<file path="src/hdl/bia_pkg.sv">
// Shared types and constants for the block number allocator.
// Used by bia_ctrl, bia_stack and block_id_allocator; depends on nothing.
package bia_pkg;

  localparam int MaxBlocks = 256;
  localparam int IdW = 8;
  localparam int CountW = 9;

  // The usable pool is bounded by the stack depth and by the id space.
  localparam logic [CountW-1:0] CapLimit =
    CountW'((MaxBlocks < (1 << IdW)) ? MaxBlocks : (1 << IdW));

  typedef enum logic [1:0] {
    MODE_ALLOC = 2'd0,
    MODE_FREE  = 2'd1,
    MODE_CLEAR = 2'd2,
    MODE_NOP   = 2'd3
  } mode_t;

  typedef enum logic [1:0] {
    ST_OK        = 2'd0,
    ST_EXHAUSTED = 2'd1,
    ST_RANGE     = 2'd2,
    ST_FULL      = 2'd3
  } status_t;

  // Access to the free stack for one accepted request.
  typedef struct packed {
    logic           wr_en;
    logic [IdW-1:0] wr_addr;
    logic [IdW-1:0] wr_data;
    logic           rd_en;
    logic [IdW-1:0] rd_addr;
  } stack_req_t;

  // Decision for one request, captured in the result register.
  typedef struct packed {
    status_t        status;
    logic           from_stack;
    logic [IdW-1:0] fresh_id;
  } result_t;

endpackage

</file>
<file path="src/hdl/bia_stack.sv">
// Free stack storage: one write port and one read port with registered data.
// Depends on bia_pkg for the request struct and sizes.
module bia_stack (
  input  logic                      clk,
  input  bia_pkg::stack_req_t       req,
  output logic [bia_pkg::IdW-1:0]   rd_data
);

  logic [bia_pkg::IdW-1:0] mem [bia_pkg::MaxBlocks];

  always_ff @(posedge clk) begin
    if (req.wr_en) begin
      mem[req.wr_addr] <= req.wr_data;
    end
  end

  // A push and a pop never come from the same request, so a read always sees
  // every push of earlier beats.
  always_ff @(posedge clk) begin
    if (req.rd_en) begin
      rd_data <= mem[req.rd_addr];
    end
  end

endmodule

</file>
<file path="src/hdl/bia_ctrl.sv">
// Request decoding, bump counter and stack pointer of the allocator.
// Depends on bia_pkg for mode and status codes and the shared structs.
module bia_ctrl (
  input  logic                         clk,
  input  logic                         rst,
  input  logic                         accept,
  input  logic [1:0]                   mode,
  input  logic [bia_pkg::IdW-1:0]      free_id,
  input  logic [bia_pkg::CountW-1:0]   capacity,
  output bia_pkg::stack_req_t          stack_req,
  output bia_pkg::result_t             result
);

  logic [bia_pkg::CountW-1:0] next_fresh;
  logic [bia_pkg::CountW-1:0] next_fresh_next;
  logic [bia_pkg::CountW-1:0] stack_count;
  logic [bia_pkg::CountW-1:0] stack_count_next;
  logic [bia_pkg::CountW-1:0] cap_eff;
  logic [bia_pkg::CountW-1:0] top;

  // Capacities beyond the id space saturate.
  assign cap_eff = (capacity > bia_pkg::CapLimit) ? bia_pkg::CapLimit : capacity;
  assign top = stack_count - bia_pkg::CountW'(1);

  always_comb begin
    next_fresh_next    = next_fresh;
    stack_count_next   = stack_count;
    stack_req.wr_en    = 1'b0;
    stack_req.wr_addr  = stack_count[bia_pkg::IdW-1:0];
    stack_req.wr_data  = free_id;
    stack_req.rd_en    = 1'b0;
    stack_req.rd_addr  = top[bia_pkg::IdW-1:0];
    result.status      = bia_pkg::ST_OK;
    result.from_stack  = 1'b0;
    result.fresh_id    = '0;
    case (bia_pkg::mode_t'(mode))
      bia_pkg::MODE_ALLOC: begin
        if (stack_count != '0) begin
          stack_req.rd_en   = accept;
          result.from_stack = 1'b1;
          stack_count_next  = top;
        end else if (next_fresh >= cap_eff) begin
          result.status = bia_pkg::ST_EXHAUSTED;
        end else begin
          result.fresh_id = next_fresh[bia_pkg::IdW-1:0];
          next_fresh_next = next_fresh + bia_pkg::CountW'(1);
        end
      end
      bia_pkg::MODE_FREE: begin
        if ({1'b0, free_id} >= cap_eff) begin
          result.status = bia_pkg::ST_RANGE;
        end else if (stack_count >= cap_eff) begin
          result.status = bia_pkg::ST_FULL;
        end else begin
          stack_req.wr_en  = accept;
          stack_count_next = stack_count + bia_pkg::CountW'(1);
        end
      end
      bia_pkg::MODE_CLEAR: begin
        next_fresh_next  = '0;
        stack_count_next = '0;
      end
      default: begin
      end
    endcase
  end

  always_ff @(posedge clk) begin
    if (rst) begin
      next_fresh  <= '0;
      stack_count <= '0;
    end else if (accept) begin
      next_fresh  <= next_fresh_next;
      stack_count <= stack_count_next;
    end
  end

endmodule

</file>
<file path="src/hdl/block_id_allocator.sv">
// Top level of the block number allocator: config register, result register.
// Depends on bia_pkg, bia_ctrl and bia_stack.

// Each request beat (allocate, free, clear or no-op) gives exactly one result
// beat in the cycle after it is accepted, and a new request can be accepted in
// every cycle in which no result is pending or the pending one is taken: the
// request is decided in one pass against the bump counter and the stack
// pointer, and the single result register frees up as the result is taken. A
// popped number comes from the 256 x 8 free stack memory through its registered
// read port. The stack needs no clearing pass after reset; a clear request only
// rewinds the pointers. Write pool_capacity only while no request is outstanding.
module block_id_allocator (
  input  logic                        clk,
  input  logic                        rst,
  input  logic                        cfg_valid,
  output logic                        cfg_ready,
  input  logic [bia_pkg::CountW-1:0]  pool_capacity,
  input  logic                        req_valid,
  output logic                        req_ready,
  input  logic [1:0]                  mode,
  input  logic [bia_pkg::IdW-1:0]     free_id,
  output logic                        rsp_valid,
  input  logic                        rsp_ready,
  output logic [bia_pkg::IdW-1:0]     granted_id,
  output logic [1:0]                  status
);

  logic [bia_pkg::CountW-1:0] capacity;
  logic                       accept;
  bia_pkg::stack_req_t        stack_req;
  bia_pkg::result_t           result_next;
  bia_pkg::result_t           result;
  logic [bia_pkg::IdW-1:0]    rd_data;

  assign cfg_ready = 1'b1;
  assign req_ready = !rsp_valid || rsp_ready;
  assign accept    = req_valid && req_ready;

  always_ff @(posedge clk) begin
    if (rst) begin
      capacity <= bia_pkg::CapLimit;
    end else if (cfg_valid) begin
      capacity <= pool_capacity;
    end
  end

  bia_ctrl u_ctrl (
    .clk       (clk),
    .rst       (rst),
    .accept    (accept),
    .mode      (mode),
    .free_id   (free_id),
    .capacity  (capacity),
    .stack_req (stack_req),
    .result    (result_next)
  );

  bia_stack u_stack (
    .clk     (clk),
    .req     (stack_req),
    .rd_data (rd_data)
  );

  always_ff @(posedge clk) begin
    if (rst) begin
      rsp_valid <= 1'b0;
    end else if (accept) begin
      rsp_valid <= 1'b1;
    end else if (rsp_ready) begin
      rsp_valid <= 1'b0;
    end
  end

  always_ff @(posedge clk) begin
    if (accept) begin
      result <= result_next;
    end
  end

  // The stack read data only changes on a pop beat, so it holds with the result.
  assign granted_id = result.from_stack ? rd_data : result.fresh_id;
  assign status     = result.status;

endmodule
</file>
<file path="config.mk">
export PLATFORM = sky130hd
export DESIGN_NAME = block_id_allocator
export DESIGN_NICKNAME = d
export VERILOG_FILES = /design/src/hdl/bia_pkg.sv /design/src/hdl/bia_stack.sv /design/src/hdl/bia_ctrl.sv /design/src/hdl/block_id_allocator.sv
export SDC_FILE = /design/constraint.sdc
export NUM_CORES = 2
export LEC_CHECK = 0
export BUFFER_PORTS_ARGS = -buffer_cell sky130_fd_sc_hd__buf_2
export CAP_MARGIN = 30
export CORE_MARGIN = 3
export CORE_UTILIZATION = 60
export CTS_BUF_LIST = sky130_fd_sc_hd__clkbuf_16
export DETAILED_ROUTE_END_ITERATION = 10
export GPL_ROUTABILITY_DRIVEN = 1
export PLACE_DENSITY = 0.75
export SLEW_MARGIN = 25
export SYNTH_ARGS = -nofsm -noshare
export SYNTH_HDL_FRONTEND = slang
export SYNTH_SLANG_ARGS = --single-unit
</file>
<file path="constraint.sdc">
create_clock -name clk -period 9.5 [get_ports clk]
set_clock_uncertainty 0.05 [all_clocks]
set_input_delay 0.475 -clock clk [delete_from_list [all_inputs] [get_ports clk]]
set_output_delay 0.475 -clock clk [all_outputs]
set_load 0.05 [all_outputs]
</file>
### After elaboration in Yosys (flattened, before gate mapping)

Memories as Yosys holds them, arrays and structs flattened. A register that Yosys moved wholly into a read port is not among the register bits.
Cells that the tools add are included.

* bits in writable memories: 2048
* latch bits: 0
* memories: 1
* memory bits (read-only): 0
* register bits: 39
* output and inout bits: 13
* word-level logic and storage cells: 58
* bits of input ports: 24

* $lt $le $gt $ge: 4
* bitwise logic cells: 1
* shift operators: 0
* $mul: 0
* equal/unequal tests: 7
* multiplexer cells: 24
* reduce and logical (&&, ||, !) cells: 11
* divide/modulo/power cells: 0
* $add $sub $neg: 3

Memory list
* u_stack.mem: depth 256, bits a word 8, read ports 1, clocked after Yosys merged registers in 1, write ports 1, line bia_stack.sv:9 `logic [bia_pkg::IdW-1:0] mem [bia_pkg::MaxBlocks];`

Operators by type and width (count)
* two-way mux 9 bit: 6
* one-hot mux 9 bit (3 select lines): 1
* adder 9 x 1 -> 9 bit (second input constant): 2
* greater-or-equal comparator 9 bit: 2
* one-hot mux 9 bit (2 select lines): 1
* two-way mux 1 bit: 11
* greater-or-equal comparator 8 x 9 -> 1 bit: 1
* > comparator 9 bit (second input constant): 1
* nonzero test 9 bit: 1
* subtractor 9 x 1 -> 9 bit (second input constant): 1
* two-way mux 8 bit: 1
* inequality test 2 bit (second input constant): 4
* two-way mux 2 bit: 3
* AND reduction 5 bit: 1
* one-hot mux 2 bit (2 select lines): 1
* AND reduction 4 bit: 1
* nonzero test 2 bit: 2
* nonzero test 3 bit: 1
* OR reduction 3 bit: 1
* == test 2 x 1 -> 1 bit (second input constant): 1
* == test 2 bit (second input constant): 1
* logical NOT 2 bit: 1
* inequality test 2 x 1 -> 1 bit (second input constant): 1
* logical AND 1 bit: 1
* 3 further kinds: 3

### Longest topological paths before layout

* depth after elaboration: 8
* gate-level depth with buffers: 16

### Cells and area by module

A second synthesis with hierarchy kept.

* cells, all modules: 4091
* area, all modules: 82806.9 µm²

Modules (own cells, without submodules)
* bia_stack: sequential area each 61739.2 µm², times used 1, cells each 3733, area an instance 79636.4 µm²
* bia_ctrl: sequential area each 360.3 µm², times used 1, cells each 300, area an instance 2317.2 µm²
* block_id_allocator: sequential area each 530.5 µm², times used 1, cells each 58, area an instance 853.3 µm²

### Least setup slack after synthesis

OpenSTA, ideal clock, no wires.

* path type: reg2reg
* start: register u_ctrl.stack_count[0] (netlist bit)
* end: memory u_stack.mem[200][0] (netlist bit), enable pin
* arrival: 3.675 ns
* library setup time: 0.370 ns
* buffers on the path: 5
* slack: 5.405 ns
* stages on the path, launching flop included: 16
* cells stage by stage: dfxtp_1 -> clkbuf_1 -> buf_6 -> buf_6 -> buf_2 -> inv_1 -> ha_1 -> nand2b_1 -> a21o_1 -> a21oi_1 -> o21ai_1 -> a221o_1 -> nor4_2 -> nand2_1 -> clkbuf_1 -> nor2_1

* cells in the longest elaborated chain, start to end: 6

Ends and longest elaborated chain
* from (decl): line bia_ctrl.sv:16 `logic [bia_pkg::CountW-1:0] stack_count;`
* from (signal assigned): line bia_ctrl.sv:74 `stack_count <= stack_count_next;`
* greater-or-equal comparator 9 bit: line bia_ctrl.sv:52 `end else if (stack_count >= cap_eff) begin`
* two-way mux 1 bit: line bia_ctrl.sv:52
* two-way mux 1 bit: line bia_ctrl.sv:50 `if ({1'b0, free_id} >= cap_eff) begin`
* two-way mux 1 bit: line bia_ctrl.sv:36 `case (bia_pkg::mode_t'(mode))`
* two-way mux 1 bit: line bia_stack.sv:12 `if (req.wr_en) begin`
* two-way mux 1 bit (not written as such): line bia_stack.sv:13 `mem[req.wr_addr] <= req.wr_data;`
* to (decl): line bia_stack.sv:9

Parallel ways exist; a longest one is shown, timed or not.

### Worst setup path after layout

* start: register u_ctrl.stack_count[0] (netlist bit)
* end: register u_stack.rd_data[5] (netlist bit), read port of u_stack.mem, data pin

* cells in the longest elaborated chain, start to end: 3
* elaborated cells between the ends (all ways): 4
* classes of those cells: add/sub (1); mux (2); reduce/logical (1)

Ends and longest elaborated chain
* branches (longest 3 deep; another with subtractor 9 x 1 -> 9 bit)
* to (decl): line bia_stack.sv:6 `output logic [bia_pkg::IdW-1:0] rd_data`

Several ways; the timed one is not identified.
A chain may end at the register's enable or synchronous reset.

==> summary.txt <==
Status
  – Outcome: finished, final reports clean

Yosys
  – Yosys top cell by area: edfxtp_1
  – Post-Syn Area: 0.0818 sq mm
  – Syn nets: around 3700
  – YS warnings: 0
  – Post-synth ARST share: 0
  – Post-synth EDFFs: 2067
  – Yosys cell types: 58
  – Synth Instances: between 3000 and 4000
  – Avg Inst Size Synth: about 23 sq um
  – Post-synthesis sequential area ratio: 0.765
  – Top cells by area, synth: edfxtp_1, mux4_2, nor2_1
  – Top_reg_cell synth: edfxtp_1
  – Synth Register Bits: about 2100
  – Yosys top cell area share: 0.759

Clock network
  – CTS Buffer Depth: 3
  – H-tree Lvls: 4
  – CTS Buf Count: 200
  – CTS sink cnt: between 2000 and 2500
  – TritonCTS clock tree: done
  – Post-CTS Resized: 0
  – CTS Root Cell: clkbuf_16
  – Worst skew pair latency: approximately 0.80 ns
  – Worst-path clk slew: roughly 0.070 ns
  – Post CTS Setup Buffer Count: 0
  – Hold_buf cts: 13

Final layout
  – Synth-to-Final Area Change: 11.3%
  – Diodes inserted: 0
  – Most frequent cells in the layout: edfxtp_1, mux4_2, nor2_1, clkbuf_16, buf_4
  – Commonest non-fill, non-tap cell in the layout: edfxtp_1
  – Design area: between 0.09 and 0.1 sq mm
  – Area of the multi-input gates: 0.0182 sq mm
  – Layout cells sized above 1: 0.281
  – Register area: between 0.06 and 0.07 sq mm
  – Nets: around 3800
  – Fillers: between 8000 and 9000

STA
  – Slew Limit Headroom: 0.252
  – Fmax: between 0.15 and 0.2 GHz
  – Final setup TNS: 0 ns
  – Setup slack after layout: about 3.8 ns
  – Final count of hold timing violations: 0
  – RSZ-0062 raised after global routing: no
  – Worst-margin pin slew: between 1 and 1.5 ns
  – Minimum clock period after layout: about 5.7 ns
  – Final setup fails: 0
  – Slew Limit Fails: 0
  – Fin crit share: 0.601

Global routing
  – Vias in the first global route: 39000
  – First-pass GRT wire length: around 280 mm
  – Total gr overflow: 0
  – Antenna violations before repair: 2
  – Largest net degree at the start of global routing: approximately 200
  – Total GRT Usage: 0.278

Floorplanning
  – Ports: 37
  – Core box area: 0.134 sq mm
  – Initial Util: 0.609
  – Die area: 0.141 sq mm
  – Die X: about 380 microns
  – Die height: 375 microns
  – # rows: 134

Power and ir drop
  – Worst VDD drop: roughly 0.00036 V
  – Power per Cell Area: 249 mW/mm^2
  – Leak pwr: about 28 nW

Setup path
  – Crit path capture type: flop
  – WP data required: 9.97 ns
  – Startpoint Class: flop
  – Critical path type: reg -> reg
  – CP arrival: about 6.2 ns
  – Reg2Reg Depth: 10
  – R2r endpoint: u_stack.rd_data[5]
  – R2R setup slack: approximately 3.8 ns
  – CP max FO: around 120
  – Worst R2R Start: u_ctrl.stack_count[0]

Place
  – Number of buffers added on ports: 35
  – GPL Wtd Cong: approximately 0.81
  – DP Area: between 0.08 and 0.09 sq mm
  – Detail Placement HPWL: about 110 mm
  – Worst Setup Slack post-DPL: around 3.8 ns

Hold path
  – HP Start: cfg_valid
  – Hold path endpoint: capacity[8]
  – HP Class: in -> reg
  – Hold Path Depth: 2

Routing
  – Via density: slightly below 7
  – DR DRC count: 0
  – DRC marker count from the first detailed-route iteration: around 5600
  – Detail Route Antenna Nets: 0
  – Drt pass-1 iters: 6
  – Vias after detailed routing: a little under 40000
  – Routed WL: roughly 190 mm
  – Wire per inst: 33.8 microns

Run
  – Max Cap Viol: 0
-- worst max-delay path by stage --
stage,start,endpoint,slack [ns],depth (start not counted)
2_1_floorplan,u_ctrl.stack_count[0],u_stack.mem[200][0],5.40,15
4_1_cts,u_ctrl.stack_count[0],u_stack.rd_data[5],3.66,10
3_5_place_dp,u_ctrl.stack_count[0],u_stack.rd_data[5],3.75,10
6_report,u_ctrl.stack_count[0],u_stack.rd_data[5],3.79,10
5_1_grt,u_ctrl.stack_count[0],u_stack.rd_data[5],3.43,10
3_3_place_gp,u_ctrl.stack_count[0],u_stack.rd_data[5],3.11,10
-- critical path: stages, from the launching register on --
cell and delay, ns:
dfxtp_4 0.61, inv_1 0.25, ha_4 0.73, buf_12 0.51, buf_4 0.74, mux4_2 0.46
mux4_2 0.51, a22oi_1 0.54, nand2_1 0.21, a22oi_1 0.45, o221ai_1 0.19
-- power breakdown --
group / internal, mW / switching [mW] / leakage [nW] / total [mW]
clock: 4.54 / 3.32 / 3.32 / 7.86
sequential: 10.2 / 0.0531 / 18.8 / 10.2
combinational: 1.88 / 2.70 / 5.80 / 4.58
-- state kept, by name, indices dropped and copies added (netlist names) --
register,flops
capacity,9
result,9
rsp_valid,1
status,2
u_ctrl.next_fresh,9
u_ctrl.stack_count,9
u_stack.mem,2048
u_stack.rd_data,8
-- metrics by stage --
stage                      util  instances  hold WS (ns)  total power [mW]
after floorplan               -       3613         0.402              13.2
after global placement    0.624       5263         0.436              14.9
after detailed placement  0.627       5301         0.444              14.9
after CTS                 0.676       5674      0.000171              22.7
after global routing      0.677       5685        0.0335              23.3
final                     0.677       5685        0.0491              22.7
-- cells in the mapped netlist (all sizes together) (6+ instances only) --
cell type / number
a221oi: 16
mux2i: 11
nand4: 6
edfxtp: 2067
o221ai: 8
and2: 11
nor2b: 6
nand3: 16
nand2: 75
inv: 17
ha: 36
xnor2: 7
nor2: 289
a21o: 7
o21ai: 9
nand2b: 8
a21oi: 20
mux4: 640
xor2: 10
a22oi: 40
buf: 98
dfxtp: 28
a22o: 16
mux2: 8
clkbuf: 114
-- final cells by class --
cell class                 instances  area share
clock buffer                     203      0.0558
clock inverter                   157      0.0152
inverter                          18    0.000742
multi-input combinational       1288       0.200
sequential                      2095       0.688
tap                             1768      0.0243
timing repair buffer             156      0.0164
-- cells by family after synthesis --
kind of cell | share of synthesized area
buffers and inverters | 0.0134
and+or+nand+nor | 0.0222
DFF | 0.765
xor gates and xnor gates | 0.00182
AOI/OAI and AO/OA | 0.0130
adders and majority gates | 0.00550
other | 0.0000458
muxes | 0.179
-- layer usage --
metal | track usage | up-vias | share of wire
li1 | - | 15600 | -
met1 | 0.396 | 20600 | 0.37
met2 | 0.433 | 2396 | 0.49
met3 | 0.0665 | 340 | 0.10
met4 | 0.0939 | 2 | 0.035
met5 | 0 | - | 0.000068
Note: power is estimated with default switching activity, not from simulation.
